**src/hdl/dltq_pkg.sv**
```systemverilog
`timescale 1ns / 1ps

package dltq_pkg;

  localparam int TABLE_SLOTS_DEF = 32;

  localparam int KIND_W   = 1;
  localparam int HANDLE_W = 16;
  localparam int DELTA_W  = 15;
  localparam int STATUS_W = 2;
  localparam int ENTRY_W  = DELTA_W + HANDLE_W;

  localparam logic KIND_TICK   = 1'b0;
  localparam logic KIND_INSERT = 1'b1;

  typedef enum logic [STATUS_W-1:0] {
    ST_INSERTED = 2'd0,
    ST_EXPIRED  = 2'd1,
    ST_FULL     = 2'd2
  } status_t;

  typedef enum logic [6:0] {
    S_IDLE  = 7'b0000001,
    S_WALK  = 7'b0000010,
    S_PLACE = 7'b0000100,
    S_SCAN  = 7'b0001000,
    S_ERD   = 7'b0010000,
    S_EOUT  = 7'b0100000,
    S_RESP  = 7'b1000000
  } state_t;

endpackage

```
**src/hdl/dltq_ram.sv**
```systemverilog
`timescale 1ns / 1ps

module dltq_ram #(
  parameter int WIDTH = 8,
  parameter int DEPTH = 16
) (
  input  logic                     clk,
  input  logic                     we,
  input  logic [$clog2(DEPTH)-1:0] waddr,
  input  logic [WIDTH-1:0]         wdata,
  input  logic [$clog2(DEPTH)-1:0] raddr,
  output logic [WIDTH-1:0]         rdata
);

  logic [WIDTH-1:0] mem [DEPTH];

  always_ff @(posedge clk) begin
    if (we) begin
      mem[waddr] <= wdata;
    end
    rdata <= mem[raddr];
  end

endmodule

```
**src/hdl/delta_list_timer_queue_unit.sv**
```systemverilog
`timescale 1ns / 1ps
// delta list timer queue
// input channel (in_valid/in_ready): in_kind selects a tick or an insert; an insert
// carries in_handle and in_delay, a tick carries in_blocked.
// result channel (out_valid/out_ready): out_status, out_fired_handle, out_last.
// an insert gives one result (inserted or table full); a tick gives one result per
// expired entry, the final one marked with out_last, or none at all.
// entries live in one ram with a circular head pointer and a registered read port;
// walk and scan read one entry per cycle; an expired entry is read again to send it.
// insert: walks past p entries, p at most TABLE_SLOTS - 2, then places the new one;
// a full table goes straight to its result without a walk.
// tick: a scan over the leading zero deltas, then one read and one result per
// expired entry, as long as the receiver takes each transfer at once.
// the result register lets the next item in while the last result still waits;
// a stalled receiver holds the block at the next result of a later item.
// reset empties the queue at once; ram contents need no clearing.
module delta_list_timer_queue_unit #(
  parameter int TABLE_SLOTS = dltq_pkg::TABLE_SLOTS_DEF
) (
  input  logic                          clk,
  input  logic                          rst_n,
  input  logic                          in_valid,
  output logic                          in_ready,
  input  logic [dltq_pkg::KIND_W-1:0]   in_kind,
  input  logic [dltq_pkg::HANDLE_W-1:0] in_handle,
  input  logic [dltq_pkg::DELTA_W-1:0]  in_delay,
  input  logic                          in_blocked,
  output logic                          out_valid,
  input  logic                          out_ready,
  output logic [dltq_pkg::STATUS_W-1:0] out_status,
  output logic [dltq_pkg::HANDLE_W-1:0] out_fired_handle,
  output logic                          out_last
);

  import dltq_pkg::*;

  localparam int IW = $clog2(TABLE_SLOTS);
  localparam logic [IW:0]   SLOTS    = TABLE_SLOTS[IW:0];
  localparam logic [IW-1:0] LAST_IDX = IW'(TABLE_SLOTS - 1);

  function automatic logic [IW-1:0] wrap_add(input logic [IW-1:0] a, input logic [IW-1:0] b);
    logic [IW:0] s;
    s = {1'b0, a} + {1'b0, b};
    if (s >= SLOTS) begin
      s = s - SLOTS;
    end
    return s[IW-1:0];
  endfunction

  function automatic logic [IW-1:0] wrap_dec(input logic [IW-1:0] a);
    return (a == '0) ? LAST_IDX : a - IW'(1);
  endfunction

  state_t              state_r, state_nxt;
  logic [IW-1:0]       head_r, head_nxt;
  logic [IW-1:0]       count_r, count_nxt;
  logic [IW-1:0]       lidx_r, lidx_nxt;
  logic [IW-1:0]       nfire_r, nfire_nxt;
  logic [IW-1:0]       eidx_r, eidx_nxt;
  logic [DELTA_W-1:0]  rem_r, rem_nxt;
  logic [HANDLE_W-1:0] hnd_r, hnd_nxt;
  logic                blk_r, blk_nxt;
  logic                dec_r, dec_nxt;
  status_t             resp_r, resp_nxt;

  logic                out_valid_r, out_valid_nxt;
  status_t             out_status_r, out_status_nxt;
  logic [HANDLE_W-1:0] out_handle_r, out_handle_nxt;
  logic                out_last_r, out_last_nxt;

  logic [IW-1:0]       rd_idx;
  logic [IW-1:0]       rd_addr;
  logic [ENTRY_W-1:0]  rd_data;
  logic [DELTA_W-1:0]  rd_delta;
  logic [HANDLE_W-1:0] rd_hnd;
  logic                wr_en;
  logic [IW-1:0]       wr_addr;
  logic [ENTRY_W-1:0]  wr_data;
  logic [IW-1:0]       cur_addr;
  logic [IW-1:0]       cur_m1;
  logic                live;
  logic                out_free;
  logic                e_last;

  dltq_ram #(
    .WIDTH (ENTRY_W),
    .DEPTH (TABLE_SLOTS)
  ) u_ram (
    .clk   (clk),
    .we    (wr_en),
    .waddr (wr_addr),
    .wdata (wr_data),
    .raddr (rd_addr),
    .rdata (rd_data)
  );

  assign rd_delta = rd_data[ENTRY_W-1:HANDLE_W];
  assign rd_hnd   = rd_data[HANDLE_W-1:0];
  assign cur_addr = wrap_add(head_r, lidx_r);
  assign cur_m1   = wrap_dec(cur_addr);
  assign live     = (lidx_r < count_r);
  assign out_free = !out_valid_r || out_ready;
  assign e_last   = (eidx_r == nfire_r - IW'(1));
  assign rd_addr  = wrap_add(head_r, rd_idx);

  assign in_ready         = (state_r == S_IDLE);
  assign out_valid        = out_valid_r;
  assign out_status       = out_status_r;
  assign out_fired_handle = out_handle_r;
  assign out_last         = out_last_r;

  always_comb begin
    unique case (state_r)
      S_WALK, S_SCAN: rd_idx = lidx_r + IW'(1);
      S_ERD, S_EOUT:  rd_idx = eidx_r;
      default:        rd_idx = '0;
    endcase
  end

  always_comb begin
    state_nxt      = state_r;
    head_nxt       = head_r;
    count_nxt      = count_r;
    lidx_nxt       = lidx_r;
    nfire_nxt      = nfire_r;
    eidx_nxt       = eidx_r;
    rem_nxt        = rem_r;
    hnd_nxt        = hnd_r;
    blk_nxt        = blk_r;
    dec_nxt        = dec_r;
    resp_nxt       = resp_r;
    out_valid_nxt  = out_valid_r && !out_ready;
    out_status_nxt = out_status_r;
    out_handle_nxt = out_handle_r;
    out_last_nxt   = out_last_r;
    wr_en          = 1'b0;
    wr_addr        = cur_addr;
    wr_data        = rd_data;

    unique case (state_r)
      S_IDLE: begin
        if (in_valid) begin
          hnd_nxt  = in_handle;
          rem_nxt  = in_delay;
          blk_nxt  = in_blocked;
          lidx_nxt = '0;
          dec_nxt  = 1'b0;
          if (in_kind == KIND_INSERT) begin
            if (count_r == LAST_IDX) begin
              resp_nxt  = ST_FULL;
              state_nxt = S_RESP;
            end else begin
              state_nxt = S_WALK;
            end
          end else begin
            state_nxt = S_SCAN;
          end
        end
      end
      // earlier entries move one slot back as they are passed
      S_WALK: begin
        if (live && (rd_delta <= rem_r)) begin
          wr_en    = 1'b1;
          wr_addr  = cur_m1;
          wr_data  = rd_data;
          rem_nxt  = rem_r - rd_delta;
          lidx_nxt = lidx_r + IW'(1);
        end else begin
          if (live) begin
            wr_en   = 1'b1;
            wr_addr = cur_addr;
            wr_data = {rd_delta - rem_r, rd_hnd};
          end
          state_nxt = S_PLACE;
        end
      end
      S_PLACE: begin
        wr_en     = 1'b1;
        wr_addr   = cur_m1;
        wr_data   = {rem_r, hnd_r};
        head_nxt  = wrap_dec(head_r);
        count_nxt = count_r + IW'(1);
        resp_nxt  = ST_INSERTED;
        state_nxt = S_RESP;
      end
      // count leading zeros, decrementing the first positive delta on the way
      S_SCAN: begin
        if (live && (rd_delta == '0)) begin
          lidx_nxt = lidx_r + IW'(1);
        end else if (live && !dec_r && (rd_delta == DELTA_W'(1))) begin
          wr_en    = 1'b1;
          wr_data  = {{DELTA_W{1'b0}}, rd_hnd};
          dec_nxt  = 1'b1;
          lidx_nxt = lidx_r + IW'(1);
        end else begin
          if (live && !dec_r) begin
            wr_en   = 1'b1;
            wr_data = {rd_delta - DELTA_W'(1), rd_hnd};
          end
          nfire_nxt = lidx_r;
          eidx_nxt  = '0;
          if (blk_r || (lidx_r == '0)) begin
            state_nxt = S_IDLE;
          end else begin
            state_nxt = S_ERD;
          end
        end
      end
      S_ERD: begin
        state_nxt = S_EOUT;
      end
      S_EOUT: begin
        if (out_free) begin
          out_valid_nxt  = 1'b1;
          out_status_nxt = ST_EXPIRED;
          out_handle_nxt = rd_hnd;
          out_last_nxt   = e_last;
          eidx_nxt       = eidx_r + IW'(1);
          if (e_last) begin
            head_nxt  = wrap_add(head_r, nfire_r);
            count_nxt = count_r - nfire_r;
            state_nxt = S_IDLE;
          end else begin
            state_nxt = S_ERD;
          end
        end
      end
      S_RESP: begin
        if (out_free) begin
          out_valid_nxt  = 1'b1;
          out_status_nxt = resp_r;
          out_handle_nxt = '0;
          out_last_nxt   = 1'b1;
          state_nxt      = S_IDLE;
        end
      end
      default: begin
        state_nxt = S_IDLE;
      end
    endcase
  end

  always_ff @(posedge clk) begin
    if (!rst_n) begin
      state_r     <= S_IDLE;
      head_r      <= '0;
      count_r     <= '0;
      out_valid_r <= 1'b0;
    end else begin
      state_r     <= state_nxt;
      head_r      <= head_nxt;
      count_r     <= count_nxt;
      out_valid_r <= out_valid_nxt;
    end
  end

  always_ff @(posedge clk) begin
    lidx_r       <= lidx_nxt;
    nfire_r      <= nfire_nxt;
    eidx_r       <= eidx_nxt;
    rem_r        <= rem_nxt;
    hnd_r        <= hnd_nxt;
    blk_r        <= blk_nxt;
    dec_r        <= dec_nxt;
    resp_r       <= resp_nxt;
    out_status_r <= out_status_nxt;
    out_handle_r <= out_handle_nxt;
    out_last_r   <= out_last_nxt;
  end

endmodule

```
**config.mk**
```make
export PLATFORM = sky130hd
export DESIGN_NAME = delta_list_timer_queue_unit
export DESIGN_NICKNAME = d
export VERILOG_FILES = /design/src/hdl/dltq_pkg.sv /design/src/hdl/dltq_ram.sv /design/src/hdl/delta_list_timer_queue_unit.sv
export SDC_FILE = /design/constraint.sdc
export NUM_CORES = 1
export LEC_CHECK = 0
export BUFFER_PORTS_ARGS = -buffer_cell sky130_fd_sc_hd__buf_4
export CAP_MARGIN = 5
export CORE_UTILIZATION = 40
export DETAILED_ROUTE_END_ITERATION = 10
export SLEW_MARGIN = 10
export SYNTH_ARGS = -nofsm -noshare
export SYNTH_HDL_FRONTEND = slang
export SYNTH_HIERARCHICAL = 1
export SYNTH_SLANG_ARGS = --single-unit
export TNS_END_PERCENT = 5
```
**constraint.sdc**
```tcl
create_clock -name clk -period 7.95 [get_ports clk]
set_input_delay 1.1925 -clock clk [delete_from_list [all_inputs] [get_ports clk]]
set_output_delay 1.1925 -clock clk [all_outputs]
set_load 0.02 [all_outputs]
```
* After elaboration in Yosys (flattened, before gate mapping)
Memories as Yosys holds them, arrays and structs flattened. A register that Yosys moved wholly into a read port is not among the register bits.
Cells that the tools add are included.
** Cells by class
- Equal/unequal tests :: 22
- Reductions and logical operators :: 34
- Bitwise logic cells :: 2
- Muxes and demuxes :: 70
- Add/sub/neg operators :: 16
- Magnitude comparators :: 5
** Operators by type and width (number)
- 31-bit two-way mux :: 5
- 5-bit two-way mux :: 19
- 31-bit case mux with 3 select lines :: 1
- 7-bit two-way mux :: 8
- 5-bit case mux with 2 select lines :: 5
- 7-bit case mux with 7 select lines :: 1
- 16-bit two-way mux :: 2
- 16-bit case mux with 2 select lines :: 1
- 15-bit two-way mux :: 2
- 15-bit case mux with 2 select lines :: 1
- 15-bit subtractor :: 2
- 5-bit by 1-bit subtractor with 5-bit output, second input constant :: 6
- 5-bit by 5-bit adder with 6-bit output :: 3
- 6-bit greater-or-equal comparator, second input constant :: 3
- 2-bit != test, second input constant :: 9
- 4-bit AND reduction :: 4
- 5-bit by 1-bit adder with 5-bit output, second input constant :: 3
- 15-bit by 1-bit == test with 1-bit output, second input constant :: 1
- 15-bit <= comparator :: 1
- 15-bit logical NOT :: 1
- 5-bit logical NOT :: 3
- 5-bit case mux with 3 select lines :: 1
- 15-bit by 1-bit subtractor with 15-bit output, second input constant :: 1
- 1-bit two-way mux :: 14
- other kinds (27) :: 52
** Word-level totals
- Logic and storage cells :: 165
- RAM bits :: 992
- Register bits after elaboration :: 87
- Memories kept :: 1
- Bits of input ports :: 37
- Output and inout bits :: 21
** Memory list
- u_ram.mem :: depth 32, bits a word 31, rd ports 1, clocked after Yosys merged registers in 1, write ports 1, line dltq_ram.sv:15 : logic [WIDTH-1:0] mem [DEPTH];

* Depth between registers and ports, before layout
- Depth in word-level cells :: 8
- Gate-level depth with buffers :: 21
- Depth with buffers taken out :: 18

* Cells and area by module
Netlist, hierarchy kept.
** By module, submodules not included
- dltq_ram :: sequential area each 30409.2 um2, instances 1, area each 39163.8 um2, cells each 2192
- delta_list_timer_queue_unit :: sequential area each 2402.3 um2, instances 1, area each 7058.0 um2, cells each 807

* Worst setup path before layout
OpenSTA, ideal clock, no wires.
- Path type :: reg2reg
- Start :: register rem_r[10]
- End :: memory u_ram/mem[10][0] (netlist name) (enable)
- Path buffers :: 2
- Arrival :: 4.385 ns
- Period minus slack after synthesis :: 4.804 ns
- Slack :: 3.146 ns
- Required time :: 7.531 ns
- Stages on the path, launching flop included :: 14
- Setup time :: 0.419 ns
- Path through :: edfxtp_1 -> inv_1 -> ha_1 -> clkbuf_1 -> nand3_1 -> nor4_1 -> nand2_1 -> a22oi_1 -> and2_1 -> buf_2 -> a21boi_0 -> a2bb2oi_1 -> or3b_2 -> nor2_1
** Between the ends
- Elaborated cells between the ends (all ways) :: 8
- Those cells by class :: order compare: 1; mux: 6; reduce/logical: 1
** RTL lines
- start, declared :: line delta_list_timer_queue_unit.sv:60 : logic [DELTA_W-1:0] rem_r, rem_nxt;
- start signal, assigned :: line delta_list_timer_queue_unit.sv:261 : rem_r <= rem_nxt;
- 15-bit <= comparator :: line delta_list_timer_queue_unit.sv:162 : if (live && (rd_delta <= rem_r)) begin
- 1-bit logical AND :: line delta_list_timer_queue_unit.sv:162
- 5-bit two-way mux :: line delta_list_timer_queue_unit.sv:162
- 5-bit case mux with 2 select lines :: line delta_list_timer_queue_unit.sv:140 : unique case (state_r)
- via wr_addr[3] :: line delta_list_timer_queue_unit.sv:77 : logic [IW-1:0] wr_addr;
- end, declared :: line dltq_ram.sv:15
The timed path passes the listed nets, and every way through them passes these cells.

* Worst setup path in the final report
- Start :: register state_r[6]
- End :: register u_ram.rdata[18] (read register of u_ram.mem)
** Between the ends
- Word-level cells in the longest chain between the ends :: 6
- Elaborated cells between the ends (all ways) :: 11
- Those cells by class :: add/sub: 2; order compare: 1; eq/ne: 4; mux: 2; reduce/logical: 2
** Ends and longest elaborated chain
- start, declared :: line delta_list_timer_queue_unit.sv:54 : state_t state_r, state_nxt;
- start signal, assigned :: line delta_list_timer_queue_unit.sv:250 : state_r <= state_nxt;
- 7-bit by 6-bit == test with 1-bit output (tied with other cells) :: line delta_list_timer_queue_unit.sv:113 : unique case (state_r)
- 2-bit OR reduction :: line delta_list_timer_queue_unit.sv:113
- 5-bit case mux with 2 select lines (*) :: line delta_list_timer_queue_unit.sv:113
- 5-bit by 5-bit adder with 6-bit output (*) :: line delta_list_timer_queue_unit.sv:43 : s = {1'b0, a} + {1'b0, b};
- 5-bit by 1-bit subtractor with 5-bit output or 6-bit greater-or-equal comparator (tied branches) :: line delta_list_timer_queue_unit.sv:45, delta_list_timer_queue_unit.sv:44
- 5-bit two-way mux (*) :: line delta_list_timer_queue_unit.sv:44 : if (s >= SLOTS) begin
- via rd_addr[2] :: line delta_list_timer_queue_unit.sv:72 : logic [IW-1:0] rd_addr;
- end, declared :: line dltq_ram.sv:12 : output logic [WIDTH-1:0] rdata
Mark *: on every way through the listed nets, which the timed path passes. The rest lies on a longest branch.
A chain may end at the register's enable or synchronous reset.

==> summary.txt <==
Worst setup path
  • Crit path DAT: 6.32 ns
  • Startpoint types: flop
  • Crit Path Max Fanout: 53
  • Setup CP Type: reg -> reg
  • Critical path endpoint category: flop
  • CP required: 8.39 ns

Final layout
  • Filler Cell Count: 9,975
  • Final std cells w/o fill: 4,688
  • Area of the multi-input gates: 12,700 um2
  • ANT cells: 0
  • Area Overhead vs Synth: 13.0%
  • Register area: 32,800 um2
  • Share of layout cells above drive strength 1: 11.4%
  • Nets@finish: 3,181

STA
  • Final WS setup: 2.07 ns
  • Period utilization: 73.9%
  • Fin. Hold Viols: 0
  • Total Neg Setup Slack: 0 ns
  • RSZ-0062 raised after global routing: no
  • Least-Margin Pin Slew: 1.32 ns
  • Fmax: 170 MHz
  • Worst clock skew: 0.0259 ns
  • Final setup vio count: 0
  • Minimum clock period: 5.88 ns
  • Slew Viols, Final: 0
  • Rel. slew slack: 12.1%

Clocking
  • Post-CTS resize count: 0
  • CTS max path bufs: 3
  • CTS Buf Count: 110
  • Postcts setup bufs: 0
  • Hold buffer count at CTS: 0
  • Root buffer cell: clkbuf_16
  • TritonCTS clock tree: yes
  • Clock Sink Count: 1,109
  • Htree depth: 3
  • Worst skew pair latency: 0.71 ns
  • Worst-path clk slew: 0.07 ns

Floorplanning
  • Num ports: 58
  • Die Height: 342 um
  • Area of the core: 115,000 um2
  • Site Rows: 124
  • Starting Density: 40.4%
  • Full die area: 117,000 um2
  • Die Wd: 342 um

Synth
  • Yosys warnings: 6
  • Synthesized area: 46,200 um2
  • Post-synth ARST share: 0%
  • Yosys top cell by area: edfxtp_1
  • FF+latch count, synth: 1,109
  • Top cell type's share of synthesized area: 68.9%
  • Post-Syn Nets: 3,100
  • Post-synth cell types: 76
  • Post-Syn Instances: 2,999
  • Post-synth EDFFs: 1,060
  • Avg Inst Size Synth: 15.4 um2
  • Top post-synthesis cells by area: edfxtp_1, mux2i_1, dfxtp_1, ha_1, a22oi_1
  • Most frequent cell after synthesis: edfxtp_1
  • Sequential area share after synthesis: 71.0%
  • Top FF cell, synth: edfxtp_1
  • Synth top cells by count: edfxtp_1, mux2i_1, nand2_1

Placement
  • Number of buffers added on ports: 57
  • Post-detail-place hpwl: 69,800 um
  • Placer Congestion: 0.913
  • Worst slack, placed: 2.16 ns
  • Post-Place Cells: 4,480

GRT
  • Largest net degree at the start of global routing: 126
  • Vias in the first global route: 25,700
  • GR Util All Layers: 20.4%
  • Grt ovf: 0
  • Initial antenna violation count: 1
  • Global-route wire length before repair: 177,000 um

Outcome
  • Failing checks: DRC
  • Status: finished, violations left

Route
  • Drt wl/cell: 25.8 um
  • DRC: 8
  • DRT Pass-1 Iters: 8
  • Starting DRC count in detailed routing: 2,632
  • Routed vias: 26,300
  • ANT nets after route: 0
  • Via density: 5.61
  • Routed WL: 121,000 um

Power and ir drop
  • PD cells: 314 nW/um2
  • Leakage Power: 16.4 nW
  • Worst vdd ir: 186 uV

Hold path
  • Worst hold path class: reg -> reg

Run
  • Number of max-cap violations: 0
==> stage by stage <==
step / hold slack, ns / area (um2) / utilization [%] / total power [mW]
6_report: 0.490 / 52200 / 45.6 / 16.4
5_1_grt: 0.518 / 52200 / 45.6 / 17.0
3_5_place_dp: 0.479 / 48700 / 42.5 / 11.4
3_3_place_gp: 0.467 / 48700 / 42.5 / 11.3
4_1_cts: 0.488 / 52200 / 45.6 / 16.4
2_1_floorplan: 0.449 / 46200 / - / 10.0
==> cell type report <==
type,count,area share (%)
clock inverters,54,0.954
well taps,1512,3.62
multi-input cells,1670,24.3
flip-flops and latches,1109,62.8
inverters,62,0.446
repair buffers,127,1.99
clock buffers,154,5.82
==> cell usage in the layout (no fill, tap or decap), drive strengths merged, types with 12 or more instances in the layout <==
cell / instances
nand3: 121
dfxtp: 49
a21oi: 142
a22o: 65
nand2: 189
o21a: 12
clkbuf: 154
mux2i: 499
a31oi: 38
inv: 69
nor3: 45
edfxtp: 1060
a21o: 17
nand3b: 13
a22oi: 96
xnor2: 36
ha: 58
xor2: 20
nor4: 13
clkinv: 42
o21ai: 48
and2: 22
nor2: 84
buf: 127
==> routing by layer <==
layer | global-route usage, % | vias up | routed length, um
li1 | - | 11800 | -
met1 | 28.6 | 13500 | 53100
met2 | 33.6 | 848 | 58000
met3 | 2.71 | 145 | 7190
met4 | 5.41 | 0 | 2430
met5 | 0 | - | 0
==> power breakdown <==
group	switching [mW]	internal (mW)	total, mW
clock	2.23	2.85	5.08
sequential	0.186	7.43	7.61
combinational	2.59	1.09	3.69
==> worst paths after layout <==
path	startpoint	cells past startpoint	slack, ns	endpoint
max reg2reg	state_r[6]$_SDFFE_PN0P_	16	2.07	u_ram/rdata[18]$_DFF_P_
max	state_r[6]$_SDFFE_PN0P_	16	2.07	u_ram/rdata[18]$_DFF_P_
min	count_r[3]$_SDFFE_PN0P_	2	0.49	count_r[3]$_SDFFE_PN0P_
min reg2reg	count_r[3]$_SDFFE_PN0P_	2	0.49	count_r[3]$_SDFFE_PN0P_
==> cell families after synthesis <==
family | share of synthesized area [%]
AOI/OAI and AO/OA | 7.22
xor gates and xnor gates | 1.06
adders and majority gates | 1.83
buffers and inverters | 2.28
DFF | 71.0
muxes | 10.8
and+or+nand+nor | 5.78
==> state kept, by name, indices dropped and copies added (netlist names) <==
name,flops
blk_r,1
count_r,5
dec_r,1
eidx_r,5
head_r,5
hnd_r,16
lidx_r,5
nfire_r,5
out_fired_handle,16
out_last,1
out_status,2
out_valid,1
rem_r,15
resp_r,1
state_r,7
u_ram/mem,992
u_ram/rdata,31
==> critical path: stages (launching register included) <==
cell	delay [ns]
dfxtp_1	0.38
nor4_2	0.53
nand3_1	0.38
inv_1	0.28
nor2_1	0.17
nor2_1	0.15
a21o_1	0.14
ha_4	0.13
inv_1	0.04
fa_1	0.39
xnor2_1	0.52
and2_4	0.82
buf_4	0.67
a22o_1	0.26
nor3_1	0.05
a31oi_1	0.27
nand3_1	0.38
Note: power is estimated with default switching activity, not from simulation.
